--- config.mk ---
export PLATFORM = sky130hd
export DESIGN_NAME = signed_int_to_decimal_ascii
export DESIGN_NICKNAME = d
export VERILOG_FILES = /design/src/rtl/core/sida_pkg.sv /design/src/rtl/core/signed_int_to_decimal_ascii.sv
export VERILOG_INCLUDE_DIRS = /design/src /design/src/rtl/core
export SDC_FILE = /design/constraint.sdc
export NUM_CORES = 1
export LEC_CHECK = 0
export BUFFER_PORTS_ARGS = -buffer_cell sky130_fd_sc_hd__clkbuf_2
export CORE_UTILIZATION = 35
export DETAILED_ROUTE_END_ITERATION = 12
export PLACE_DENSITY = 0.64
export SYNTH_ARGS = -nofsm -noshare
export SYNTH_HDL_FRONTEND = slang
export SYNTH_SLANG_ARGS = --single-unit
--- constraint.sdc ---
create_clock -name clk -period 3.5 [get_ports clk]
set_input_delay 0.7 -clock clk [delete_from_list [all_inputs] [get_ports clk]]
set_output_delay 0.7 -clock clk [all_outputs]
set_load 0.1 [all_outputs]
--- src/rtl/core/signed_int_to_decimal_ascii_defines.svh ---
// Assertion macros shared by the signed-integer-to-ASCII RTL.
// No dependencies; included by modules that carry concurrent checks.
`ifndef SIGNED_INT_TO_DECIMAL_ASCII_DEFINES_SVH
`define SIGNED_INT_TO_DECIMAL_ASCII_DEFINES_SVH

`ifndef SYNTHESIS

// Check a property on every rising clock edge outside reset.
`define SIDA_ASSERT(label, clk, rst, prop, msg) \
  label: assert property (@(posedge clk) disable iff (rst) prop) else $error(msg);

// Check that a condition never holds outside reset.
`define SIDA_ASSERT_NEVER(label, clk, rst, expr, msg) \
  label: assert property (@(posedge clk) disable iff (rst) !(expr)) else $error(msg);

`else

`define SIDA_ASSERT(label, clk, rst, prop, msg)
`define SIDA_ASSERT_NEVER(label, clk, rst, expr, msg)

`endif

`endif

--- src/rtl/core/sida_pkg.sv ---
// Package for the signed-integer-to-ASCII block: states, ASCII codes, sizing.
// No dependencies.
`default_nettype none

package sida_pkg;

  localparam int VALUE_BITS_DEFAULT = 32;

  localparam logic [7:0] ASCII_ZERO  = 8'h30;
  localparam logic [7:0] ASCII_MINUS = 8'h2D;

  typedef enum logic [2:0] {
    ST_IDLE,
    ST_CONVERT,
    ST_SKIP,
    ST_SIGN,
    ST_EMIT
  } state_t;

  // Decimal digit count of 2^(bits-1), the largest magnitude to print.
  function automatic int dec_digits(input int bits);
    logic [63:0] v;
    int          n;
    v = 64'd1 << (bits - 1);
    n = 0;
    for (int i = 0; i < 20; i++) begin
      if (v != 64'd0) begin
        n++;
      end
      v = v / 64'd10;
    end
    return n;
  endfunction

endpackage

`default_nettype wire

--- src/rtl/core/signed_int_to_decimal_ascii.sv ---
// Signed integer to decimal ASCII text, top level.
// Depends on sida_pkg and signed_int_to_decimal_ascii_defines.svh.
//
// One transaction on the value channel carries a signed two's complement
// integer of VALUE_BITS bits. The block answers with its decimal text on the
// character channel, one transaction per character, most significant first:
// a leading '-' for negative values, no leading zeros, a single '0' for zero,
// and the most negative value printed in full. last_char marks the final
// character of each number. Conversion is double dabble: one magnitude bit
// is shifted into a BCD register per cycle through one shared add-3
// correction and shift unit. An item passes through an accept step, one
// conversion step per magnitude bit, leading-zero skipping, an optional
// minus sign and one step per emitted character; the sign and character
// steps wait while the character channel stalls. NDIG is the digit count
// of 2^(VALUE_BITS-1), the largest magnitude to print.
// value_ready is high only while idle; a finished character sits in an
// output register, so a new value is taken while the last one waits.
`default_nettype none

`include "signed_int_to_decimal_ascii_defines.svh"

module signed_int_to_decimal_ascii #(
  parameter int VALUE_BITS = sida_pkg::VALUE_BITS_DEFAULT
) (
  input  wire logic                         clk,
  input  wire logic                         rst,
  input  wire logic                         value_valid,
  output logic                              value_ready,
  input  wire logic signed [VALUE_BITS-1:0] value,
  output logic                              char_valid,
  input  wire logic                         char_ready,
  output logic [7:0]                        character,
  output logic                              last_char
);

  localparam int NDIG = sida_pkg::dec_digits(VALUE_BITS);
  localparam int BCDW = NDIG * 4;
  localparam int CW   = $clog2(VALUE_BITS + 1);
  localparam int DW   = $clog2(NDIG + 1);

  sida_pkg::state_t state, state_next;

  logic [VALUE_BITS-1:0] bin, bin_next;     // magnitude, shifted out MSB first
  logic [BCDW-1:0]       bcd, bcd_next;     // BCD digits, top digit emitted next
  logic [CW-1:0]         cnt, cnt_next;     // conversion bits still to go
  logic [DW-1:0]         dig, dig_next;     // digits still in the BCD register
  logic                  neg, neg_next;
  logic                  char_valid_next;
  logic [7:0]            character_next;
  logic                  last_char_next;

  logic [BCDW-1:0]       adj;               // add-3 corrected digits
  logic [3:0]            top;
  logic                  out_free;          // output register may take a char
  logic [VALUE_BITS-1:0] raw;

  assign raw      = value;
  assign top      = bcd[BCDW-1 -: 4];
  assign out_free = !char_valid || char_ready;

  // Correct every digit that would overflow on the next doubling.
  always_comb begin
    for (int d = 0; d < NDIG; d++) begin
      if (bcd[d*4 +: 4] >= 4'd5) begin
        adj[d*4 +: 4] = bcd[d*4 +: 4] + 4'd3;
      end else begin
        adj[d*4 +: 4] = bcd[d*4 +: 4];
      end
    end
  end

  always_ff @(posedge clk) begin
    if (rst) begin
      state      <= sida_pkg::ST_IDLE;
      char_valid <= 1'b0;
    end else begin
      state      <= state_next;
      char_valid <= char_valid_next;
    end
  end

  always_ff @(posedge clk) begin
    bin       <= bin_next;
    bcd       <= bcd_next;
    cnt       <= cnt_next;
    dig       <= dig_next;
    neg       <= neg_next;
    character <= character_next;
    last_char <= last_char_next;
  end

  always_comb begin
    state_next      = state;
    bin_next        = bin;
    bcd_next        = bcd;
    cnt_next        = cnt;
    dig_next        = dig;
    neg_next        = neg;
    character_next  = character;
    last_char_next  = last_char;
    value_ready     = 1'b0;
    // Drop the held character once the consumer takes it.
    char_valid_next = char_valid && !char_ready;

    case (state)
      sida_pkg::ST_IDLE: begin
        value_ready = 1'b1;
        if (value_valid) begin
          neg_next   = raw[VALUE_BITS-1];
          // Negate in VALUE_BITS bits; the most negative value maps to itself,
          // which read unsigned is exactly its magnitude.
          bin_next   = raw[VALUE_BITS-1] ? (~raw + {{(VALUE_BITS-1){1'b0}}, 1'b1}) : raw;
          bcd_next   = '0;
          cnt_next   = CW'(VALUE_BITS);
          state_next = sida_pkg::ST_CONVERT;
        end
      end

      sida_pkg::ST_CONVERT: begin
        // Shift one magnitude bit into the corrected BCD register.
        bcd_next = {adj[BCDW-2:0], bin[VALUE_BITS-1]};
        bin_next = bin << 1;
        cnt_next = cnt - CW'(1);
        if (cnt == CW'(1)) begin
          dig_next   = DW'(NDIG);
          state_next = sida_pkg::ST_SKIP;
        end
      end

      sida_pkg::ST_SKIP: begin
        // Drop leading zeros, but always keep the last digit.
        if (top == 4'd0 && dig != DW'(1)) begin
          bcd_next = bcd << 4;
          dig_next = dig - DW'(1);
        end else if (neg) begin
          state_next = sida_pkg::ST_SIGN;
        end else begin
          state_next = sida_pkg::ST_EMIT;
        end
      end

      sida_pkg::ST_SIGN: begin
        if (out_free) begin
          char_valid_next = 1'b1;
          character_next  = sida_pkg::ASCII_MINUS;
          last_char_next  = 1'b0;
          state_next      = sida_pkg::ST_EMIT;
        end
      end

      sida_pkg::ST_EMIT: begin
        if (out_free) begin
          char_valid_next = 1'b1;
          character_next  = sida_pkg::ASCII_ZERO + {4'd0, top};
          last_char_next  = (dig == DW'(1));
          bcd_next        = bcd << 4;
          dig_next        = dig - DW'(1);
          if (dig == DW'(1)) begin
            state_next = sida_pkg::ST_IDLE;
          end
        end
      end

      default: begin
        state_next = sida_pkg::ST_IDLE;
      end
    endcase
  end

  // Checks on the sequencer and the character stream.
  `SIDA_ASSERT(a_accept_starts, clk, rst, (value_valid && value_ready) |=> (state == sida_pkg::ST_CONVERT), "accepted value did not start conversion")
  `SIDA_ASSERT_NEVER(a_cnt_live, clk, rst, (state == sida_pkg::ST_CONVERT) && (cnt == CW'(0)), "conversion running with no bits left")
  `SIDA_ASSERT_NEVER(a_dig_live, clk, rst, (state == sida_pkg::ST_SKIP || state == sida_pkg::ST_EMIT) && (dig == DW'(0)), "digit stage with no digits left")
  `SIDA_ASSERT(a_char_code, clk, rst, char_valid |-> (character == sida_pkg::ASCII_MINUS || (character >= 8'h30 && character <= 8'h39)), "character is neither minus nor digit")
  `SIDA_ASSERT(a_minus_not_last, clk, rst, (char_valid && character == sida_pkg::ASCII_MINUS) |-> !last_char, "minus sign flagged as last character")

endmodule

`default_nettype wire
==> results of run 1 <==
==> cell type report <==
| class | instances | area [µm²] |
|---|---|---|
| fill | 1501 | 9050 |
| sequential | 93 | 2750 |
| multi-input combinational | 418 | 2680 |
| timing repair buffer | 50 | 280 |
| tap | 211 | 264 |
| clock buffer | 9 | 225 |
| inverter | 30 | 113 |
| clock inverter | 6 | 63.8 |
==> flip-flops by register name (all words and copies together) (netlist names) <==
register,count
cnt,6
state,3
bin,32
dig,4
last_char,1
char_valid,1
neg,1
character,5
bcd,40
==> logic make-up after synthesis <==
| kind of cell | share of synthesized area [%] |
|---|---|
| AOI/OAI and AO/OA | 16.6 |
| xor gates and xnor gates | 7.95 |
| adders and majority gates | 5.79 |
| buffers and inverters | 3.92 |
| DFF | 49.0 |
| muxes | 0.178 |
| other | 0.134 |
| and+or+nand+nor | 16.4 |
==> worst max-delay path by stage <==
stage | to | slack, ns | cells past startpoint
2_1_floorplan | bcd[0] | 0.25 | 5
3_3_place_gp | bin[24] | 1.06 | 8
3_5_place_dp | bin[28] | 1.0 | 8
4_1_cts | bcd[15] | 1.04 | 6
5_1_grt | bcd[17] | 0.88 | 6
6_report | bcd[12] | 1.05 | 6
==> through the flow <==
step	std cells	power (mW)	util (%)	worst slack, ns
finish	817	4.08	41.4	1.05
global route	817	4.38	41.4	0.877
CTS	817	4.12	41.4	1.04
detailed placement	802	3.15	39.5	0.997
global placement	802	3.07	39.5	1.06
floorplan	566	2.78	-	0.249
==> report_power, final <==
part / switching [mW] / leakage [nW] / total (mW) / internal [mW]
clock: 0.419 / 0.139 / 0.969 / 0.549
sequential: 0.248 / 0.927 / 1.91 / 1.66
combinational: 0.724 / 1.29 / 1.21 / 0.484
total: 1.39 / 2.36 / 4.08 / 2.69
==> placed cells by master, fill, tap and decap left out, types with 2 or more instances in the layout <==
master,synthesis,routed
edfxtp_1,89,89
o21ai_0,75,75
nand2_1,70,70
clkbuf_2,0,43
a21oi_1,37,37
nor2_1,37,35
xor2_1,35,35
inv_1,30,30
ha_1,26,26
o31ai_1,21,21
xnor2_1,16,16
nand2b_1,14,14
nor3b_1,13,13
a22o_1,9,9
nor3_1,10,9
clkbuf_16,0,9
buf_4,3,6
or3_1,5,5
nor2b_1,4,4
nor4_1,4,4
nand3_1,4,4
dfxtp_1,4,4
nand4_1,3,3
o41ai_2,3,3
o41ai_1,3,3
conb_1,2,3
a22oi_1,2,2
nand4b_2,2,2
or2_2,2,2
nand3b_1,2,2
and3_1,2,2
and2_1,2,2
==> worst min-delay path, stage by stage (launching register included) <==
cell and delay, ns:
edfxtp_1 0.32, nand2_1 0.04, o21ai_0 0.06
==> routing by layer <==
metal	vias up	part of all wire [%]	routed length, µm	GRT usage, %
li1	2099	-	-	-
met1	1943	47	5250	18.6
met2	83	47	5160	23.2
met3	13	4.3	479	3.16
met4	0	1.6	172	6.02
met5	-	0	0	0
==> results.toml, run 1 <==
[global_routing]
grt_pass1_vias = 4032
grt.total_usage_pct = 14.4
grt_max_degree = 54
antenna_found_initial = 0
grt-ovfl-total = 0
grt_pass1_wl_mm = 18.8

[logic_synthesis]
async_flop_share_pct = 0
yosysMostFrequentCell = "edfxtp_1"
ys_seq_area_share_pct = 49.0
synthFlopType = "edfxtp_1"
synth_seq_cells = 93
syn-cell-area_um2 = 5620
synth.distinct_cells = 47
synth.top_cells.by_area = "edfxtp_1, o21ai_0, ha_1"
synth_top_area_share_pct = 47.6
ys_top_cells_by_count = "edfxtp_1, o21ai_0, nand2_1, a21oi_1, nor2_1"
syn_inst = 565
yosys_warnings = 0
syn_area_per_cell_um2 = 9.95
synth_edf_count = 89
synth_top_area_cell = "edfxtp_1"

[clocking]
hold_buffers = 0
root_buffer = "clkbuf_16"
htreeDepth = 3
cts_buffers = 9
cts_tree = "built"
clkSinkCount = 93
clk_pin_slew_ns = 0.07
post_cts_resized = 0
post-cts-setup-buffer-count = 0
clk_path_buf_depth = 2
clock_latency_ns = 0.35

[critical_path]
crit_path_end_kind = "register"
crit_chain = "ha_1 -> nor3b_1 -> nor4_1 -> a21oi_1 -> o21bai_4 -> buf_12"
startpoint_type = "register"
arrival_ns = 2.51
reg2reg_depth = 6
worstPathRequired_ns = 3.55
r2r_end = "bcd[12]"
cpLargestDelayFamily = "compound AO/OA/AOI/OAI gates"
path_buf_inv = 1
r2r_slack_ns = 1.05
path_class = "register to register"
cp_max_fo = 21
slowest_stage = "o21bai_4"
worstReg2RegStart = "dig[0]"
cpPeakStageDelay_ns = 0.58
crit_path_start = "dig[0]"

[routing]
drc_errors = 0
drt_first_pass_iters = 4
antenna_left = 0
drtIter0Drc = 191
wl_mm = 11.1
routedWlPerCell_um = 13.5
vias = 4138
viasPerCell = 5.06

[sta]
maxSlewHeadroom_pct = 48.9
fin_crit_sh_pct = 70.1
fin_skew_ns = 0.00959
fmax_mhz = 408
holdWs_ns = 0.530
worstMarginPinSlew_ns = 0.765
setup_violations = 0
layout_min_cycle_time_ns = 2.45
hold_viol_final = 0
grt_setup_unrepaired = "false"
report.final.slew_viol_count = 0
tns_ns = 0

[die]
start_util_pct = 36.4
core_um2 = 15400
dieHeight_um = 129
die_area_um2 = 16600
die_w_um = 129
num_rows = 45
ios = 47

[worst_hold_path]
hold_path_class = "register to register"
hold_end = "bin[26]"
hold_start = "bin[25]"
hold_depth = 2

[placement]
gp_congestion = 0.879
dp_hpwl_mm = 7.91
portBuffers = 43
place_area_um2 = 6090

[layout]
syn_to_final_growth_pct = 13.6
drive_gt1_share_pct = 13.0
antenna_cells = 0
final_cell_area_um2 = 6380
layout.nets = 664

[power_and_ir_drop]
power_density_nw_per_um2 = 640
p_leak_nw = 2.36
worst_ir_drop_vdd_uv = 329

[flow_run]
cap_violations = 0

[status]
outcome = "finished clean"
(Power assumes the default switching activity.)
==> run 2: changes to the inputs <==
--- a/config.mk
+++ b/config.mk
@@ -6,6 +6,7 @@
 export SDC_FILE = /design/constraint.sdc
 export NUM_CORES = 1
 export LEC_CHECK = 0
+export ABC_AREA = 1
 export BUFFER_PORTS_ARGS = -buffer_cell sky130_fd_sc_hd__clkbuf_2
 export CORE_UTILIZATION = 35
 export DETAILED_ROUTE_END_ITERATION = 12
==> constraint.sdc (replaced) <==
create_clock -name clk -period 2.05 [get_ports clk]
set_input_delay 0.41 -clock clk [delete_from_list [all_inputs] [get_ports clk]]
set_output_delay 0.41 -clock clk [all_outputs]
set_load 0.1 [all_outputs]
==> run 2 against run 1 <==
Net effect:
- the run now ends with design-rule violations left
- total power rose to 2.6 times the previous value
- critical path depth decreased by 2
- utilization decreased by 0.35 points
- synthesized area up 5.0%
- clock-buffer cell count did not move
- synthesized cell count rose by 27%
- routed wire length increased by 12%
- clock power increased by 99%
- worst setup slack got worse by 0.93 ns
- clock skew down 0.0036 ns
==> results.toml, run 2 <==
[power_and_ir_drop]
worst_ir_drop_vdd_uv = 1120
p_leak_nw = 2.87
power_density_nw_per_um2 = 1570

[worst_hold_path]
hold_path_class = "primary input to register"
hold_end = "state[0]"
hold_depth = 2
hold_start = "rst"

[layout]
syn_to_final_growth_pct = 14.9
largestRegisters = "bcd: 40 flops, bin: 32 flops, cnt: 6 flops"
layout.nets = 824
antenna_cells = 0
final_cell_mix = "nand2_1, nor2_1, inv_1, edfxtp_1, o21ai_0"
largest_register_ff_count = 40
drive_gt1_share_pct = 13.3
instances_no_fill = 987
mostFrequentLayoutCell = "nand2_1"
regMostFlops = "bcd"

[sta]
hold_viol_final = 0
report.final.slew_viol_count = 0
fmax_mhz = 516
layout_min_cycle_time_ns = 1.94
tns_ns = 0
fin_crit_sh_pct = 94.5
worstMarginPinSlew_ns = 0.704
fin_skew_ns = 0.00597
setup_violations = 0
holdWs_ns = 0.234
grt_setup_unrepaired = "false"
maxSlewHeadroom_pct = 53.0
timing.final.ws_setup_ns = 0.113

[clocking]
root_buffer = "clkbuf_16"
cts_buffers = 9
clkSinkCount = 93
post-cts-setup-buffer-count = 0
clock_latency_ns = 0.35
cts_tree = "built"
post_cts_resized = 0
clk_path_buf_depth = 2
htreeDepth = 3
hold_buffers = 0
clk_pin_slew_ns = 0.07

[routing]
vias = 4856
drt_first_pass_iters = 9
antenna_left = 0
drc_errors = 2
drtIter0Drc = 445
viasPerCell = 4.92
routedWlPerCell_um = 12.6
wl_mm = 12.4

[critical_path]
slowest_stage = "clkbuf_2"
crit_chain = "nor2_4 -> inv_2 -> nor2_4 -> clkbuf_2"
worstPathRequired_ns = 1.64
worstReg2RegStart = "state[2]"
r2r_end = "bcd[9]"
crit_path_end_kind = "primary output"
cpPeakStageDelay_ns = 0.48
arrival_ns = 1.53
reg2reg_depth = 7
cp_max_fo = 6
crit_path_start = "state[1]"
crit_top_cell = "nor2_4"
r2r_slack_ns = 0.19
path_class = "register to primary output"
startpoint_type = "register"

[global_routing]
grt.total_usage_pct = 15.1
grt_max_degree = 47
grt-ovfl-total = 0
grt_pass1_vias = 4471
grt_pass1_wl_mm = 21.2
antenna_found_initial = 0

[die]
die_area_um2 = 17400
ios = 47
num_rows = 47
dieHeight_um = 132
core_um2 = 16500
die_w_um = 132
start_util_pct = 35.7

[placement]
dp_hpwl_mm = 8.86
placedCellCount = 971
pre_cts_slack_ns = 0.114
gp_congestion = 0.906
portBuffers = 43

[logic_synthesis]
yosys_warnings = 0
synthFlopType = "edfxtp_1"
ys_seq_area_share_pct = 46.7
synth_top_area_share_pct = 45.3
synth.distinct_cells = 35
synth_edf_count = 89
synth.top_cells.by_area = "edfxtp_1, nand2_1, o21ai_0"
syn_inst = 720
syn_area_per_cell_um2 = 8.19
synth_top_area_cell = "edfxtp_1"
async_flop_share_pct = 0
yosysMostFrequentCell = "nand2_1"
syn-cell-area_um2 = 5900
synth_seq_cells = 93
ys_top_cells_by_count = "nand2_1, nor2_1, inv_1, edfxtp_1, o21ai_0"

[flow_run]
cap_violations = 0

[status]
outcome = "finished, violations left"
violations = "design-rule violations"
-- run 2: cell type report --
type	instances	area, µm²
fillers	1635	9750
flip-flops and latches	93	2760
multi-input cells	508	2730
inverters	97	364
repair buffers	53	315
well taps	220	275
clock buffers	9	225
clock inverters	7	114
-- run 2: metal layers --
metal / track usage [%] / share of wire, % / up-vias
met5: 0 / 0 / -
met4: 4.84 / 1.4 / 0
met3: 3.15 / 4.4 / 16
met2: 23.9 / 46 / 123
met1: 20.6 / 48 / 2227
li1: - / - / 2490
-- run 2: worst max-delay path by stage --
| stage | end | slack [ns] | depth (start not counted) |
|---|---|---|---|
| 2_1_floorplan | bin[0] | -0.22 | 5 |
| 3_3_place_gp | bin[24] | 0.16 | 10 |
| 3_5_place_dp | bin[28] | 0.11 | 10 |
| 4_1_cts | value_ready | 0.1 | 4 |
| 5_1_grt | bcd[26] | 0.04 | 7 |
| 6_report | value_ready | 0.11 | 4 |
-- run 2: power breakdown --
part | leakage, nW | total, mW | switching [mW] | internal (mW)
Combinational | 1.79 | 4.66 | 3.26 | 1.40
Sequential | 0.916 | 4.02 | 0.504 | 3.52
Clock | 0.161 | 1.93 | 0.743 | 1.19
-- run 2: metrics by stage --
stage / util [%] / area, µm² / total power, mW
6_report: 41.0 / 6780 / 10.6
5_1_grt: 41.0 / 6780 / 11.5
4_1_cts: 41.0 / 6780 / 10.7
3_5_place_dp: 39.0 / 6440 / 8.76
3_3_place_gp: 39.0 / 6440 / 8.72
2_1_floorplan: - / 5980 / 7.61
-- run 2: cells by family after synthesis --
| group | count (synthesis) | share of synthesized area [%] |
|---|---|---|
| flops | 93 | 46.7 |
| xor+xnor | 17 | 2.52 |
| compound gates | 140 | 14.0 |
| simple gates | 322 | 22.8 |
| buf+inv | 120 | 8.36 |
| other cells | 2 | 0.127 |
| fa+ha+maj | 26 | 5.52 |
-- run 2: critical path, delay by kind of cell, from the launching register on --
family / cells / cell delay [ns]
flops: 1 / 0.37
buf+inv: 2 / 0.53
simple gates: 2 / 0.27
==> run 3: changes to the inputs <==
--- a/config.mk
+++ b/config.mk
@@ -8,9 +8,12 @@
 export LEC_CHECK = 0
 export ABC_AREA = 1
 export BUFFER_PORTS_ARGS = -buffer_cell sky130_fd_sc_hd__clkbuf_2
+export CELL_PAD_IN_SITES_DETAIL_PLACEMENT = 0
+export CELL_PAD_IN_SITES_GLOBAL_PLACEMENT = 1
 export CORE_UTILIZATION = 35
 export DETAILED_ROUTE_END_ITERATION = 12
-export PLACE_DENSITY = 0.64
+export GPL_ROUTABILITY_DRIVEN = 0
+export PLACE_DENSITY = 0.78
 export SYNTH_ARGS = -nofsm -noshare
 export SYNTH_HDL_FRONTEND = slang
 export SYNTH_SLANG_ARGS = --single-unit
==> run 3 against run 2 <==
Net effect:
- the flow now finishes without violations
- routed wire length increased by 4.0%
- clock-buffer cell count is 2 higher
- utilization up 0.099 points
- global-route usage up 0.83 points
- cell count grew 0.30%
- combinational power is 4.7% higher
- sequential cell count unchanged
- clock skew about the same
- via count is 2.6% lower
- critical path depth is the same
- sequential power about the same
==> results.toml, run 3 (same netlist as run 2, synthesis figures left out) <==
[flow_run]
cap_violations = 0

[global_routing]
grt.total_usage_pct = 15.9
grt-ovfl-total = 0
antenna_found_initial = 0
grt_pass1_wl_mm = 22.1
grt_max_degree = 61
grt_pass1_vias = 4551

[sta]
report.final.slew_viol_count = 0
setup_violations = 0
fin_skew_ns = 0.00575
fin_crit_sh_pct = 93.2
worstMarginPinSlew_ns = 0.629
layout_min_cycle_time_ns = 1.91
maxSlewHeadroom_pct = 57.9
grt_setup_unrepaired = "false"
hold_viol_final = 0
fmax_mhz = 523

[routing]
routedWlPerCell_um = 13.1
wl_mm = 12.9
drt_first_pass_iters = 5
drc_errors = 0
antenna_left = 0
drtIter0Drc = 404
vias = 4730
viasPerCell = 4.78

[critical_path]
r2r_slack_ns = 0.23
crit_path_end_kind = "primary output"
worstReg2RegStart = "state[0]"
crit_chain = "nor2_4 -> inv_2 -> nor2_4 -> clkbuf_2"
cpPeakStageDelay_ns = 0.47
cp_max_fo = 5
reg2reg_depth = 6
crit_top_cell = "nor2_4"
worstPathRequired_ns = 1.64
path_class = "register to primary output"
r2r_end = "cnt[5]"
startpoint_type = "register"
arrival_ns = 1.50
slowest_stage = "clkbuf_2"

[die]
die_area_um2 = 17400
core_um2 = 16500
start_util_pct = 35.7
ios = 47
die_w_um = 132
dieHeight_um = 132
num_rows = 47

[placement]
dp_hpwl_mm = 9.29
portBuffers = 43
place_area_um2 = 6510

[clocking]
clk_path_buf_depth = 2
post_cts_resized = 0
root_buffer = "clkbuf_16"
htreeDepth = 3
clock_latency_ns = 0.35
hold_buffers = 0
cts_buffers = 9
clkSinkCount = 93
clk_pin_slew_ns = 0.06
cts_tree = "built"
post-cts-setup-buffer-count = 0

[worst_hold_path]
hold_end = "state[0]"
hold_path_class = "primary input to register"
hold_start = "rst"
hold_depth = 2

[layout]
syn_to_final_growth_pct = 15.2
largestRegisters = "bcd: 40 flops, bin: 32 flops, cnt: 6 flops"
final_cell_mix = "nand2_1, nor2_1, inv_1, edfxtp_1, o21ai_0"
regMostFlops = "bcd"
antenna_cells = 0
final_cell_area_um2 = 6790
fillers = 1659
mostFrequentLayoutCell = "nand2_1"
postLayoutCoreUtil_pct = 41.1
largest_register_ff_count = 40
drive_gt1_share_pct = 13.2
layout.nets = 827

[power_and_ir_drop]
power_density_nw_per_um2 = 1550
worst_ir_drop_vdd_uv = 972
total_power_mw = 10.6
p_leak_nw = 2.88

[status]
outcome = "finished clean"
## run 3: changes by cell type in the layout (fill, tap and decap cells not counted)
cell,delta
buf_12,+4
bufinv_16,-2
clkbuf_1,+2
buf_4,-1
clkinv_1,+1
clkinv_4,-1
clkinvlp_4,-1
inv_6,+1
## run 3: per-stage QoR
stage / setup TNS [ns] / instances / setup slack (ns) / hold slack, ns
floorplan: -15.26 / 721 / -0.215 / 0.472
global placement: 0 / 974 / 0.146 / 0.505
detailed placement: 0 / 974 / 0.119 / 0.507
CTS: 0 / 990 / 0.109 / 0.219
global route: 0 / 990 / 0.0570 / 0.230
finish: 0 / 990 / 0.138 / 0.240
## run 3: worst max path at each step
stage	from	endpoint	slack, ns	cells after the start
floorplan	state[0]	bin[0]	-0.22	5
global placement	value[1]	bin[24]	0.15	10
detailed placement	value[0]	bin[22]	0.12	10
CTS	state[0]	value_ready	0.11	4
global route	bcd[4]	bcd[6]	0.06	8
finish	state[0]	value_ready	0.14	4
## run 3: cell type report
class                           instances  area [µm²]  area share [%]
Tap cell                              220         275            4.05
Inverter                               97         364            5.36
Clock inverter                          5        50.0           0.737
Multi-Input combinational cell        508        2730            40.1
Sequential cell                        93        2760            40.6
Clock buffer                           11         233            3.43
Timing Repair Buffer                   56         388            5.71
## run 3: power by group
part           leakage [nW]  internal [mW]  switching (mW)
sequential            0.916           3.52           0.514
clock                 0.137          0.939           0.719
combinational          1.83           1.58            3.30
## run 3: critical path, delay by kind of cell (launching register included)
kind / cells / cell delay (ns)
buffers and inverters: 2 / 0.52
AND/OR/NAND/NOR: 2 / 0.27
flip-flops: 1 / 0.35
## run 3: layer usage
metal,track usage (%),wire length [µm]
met4,5.04,169
met5,0,0
met1,21.5,6410
met3,3.38,434
met2,25.5,5920
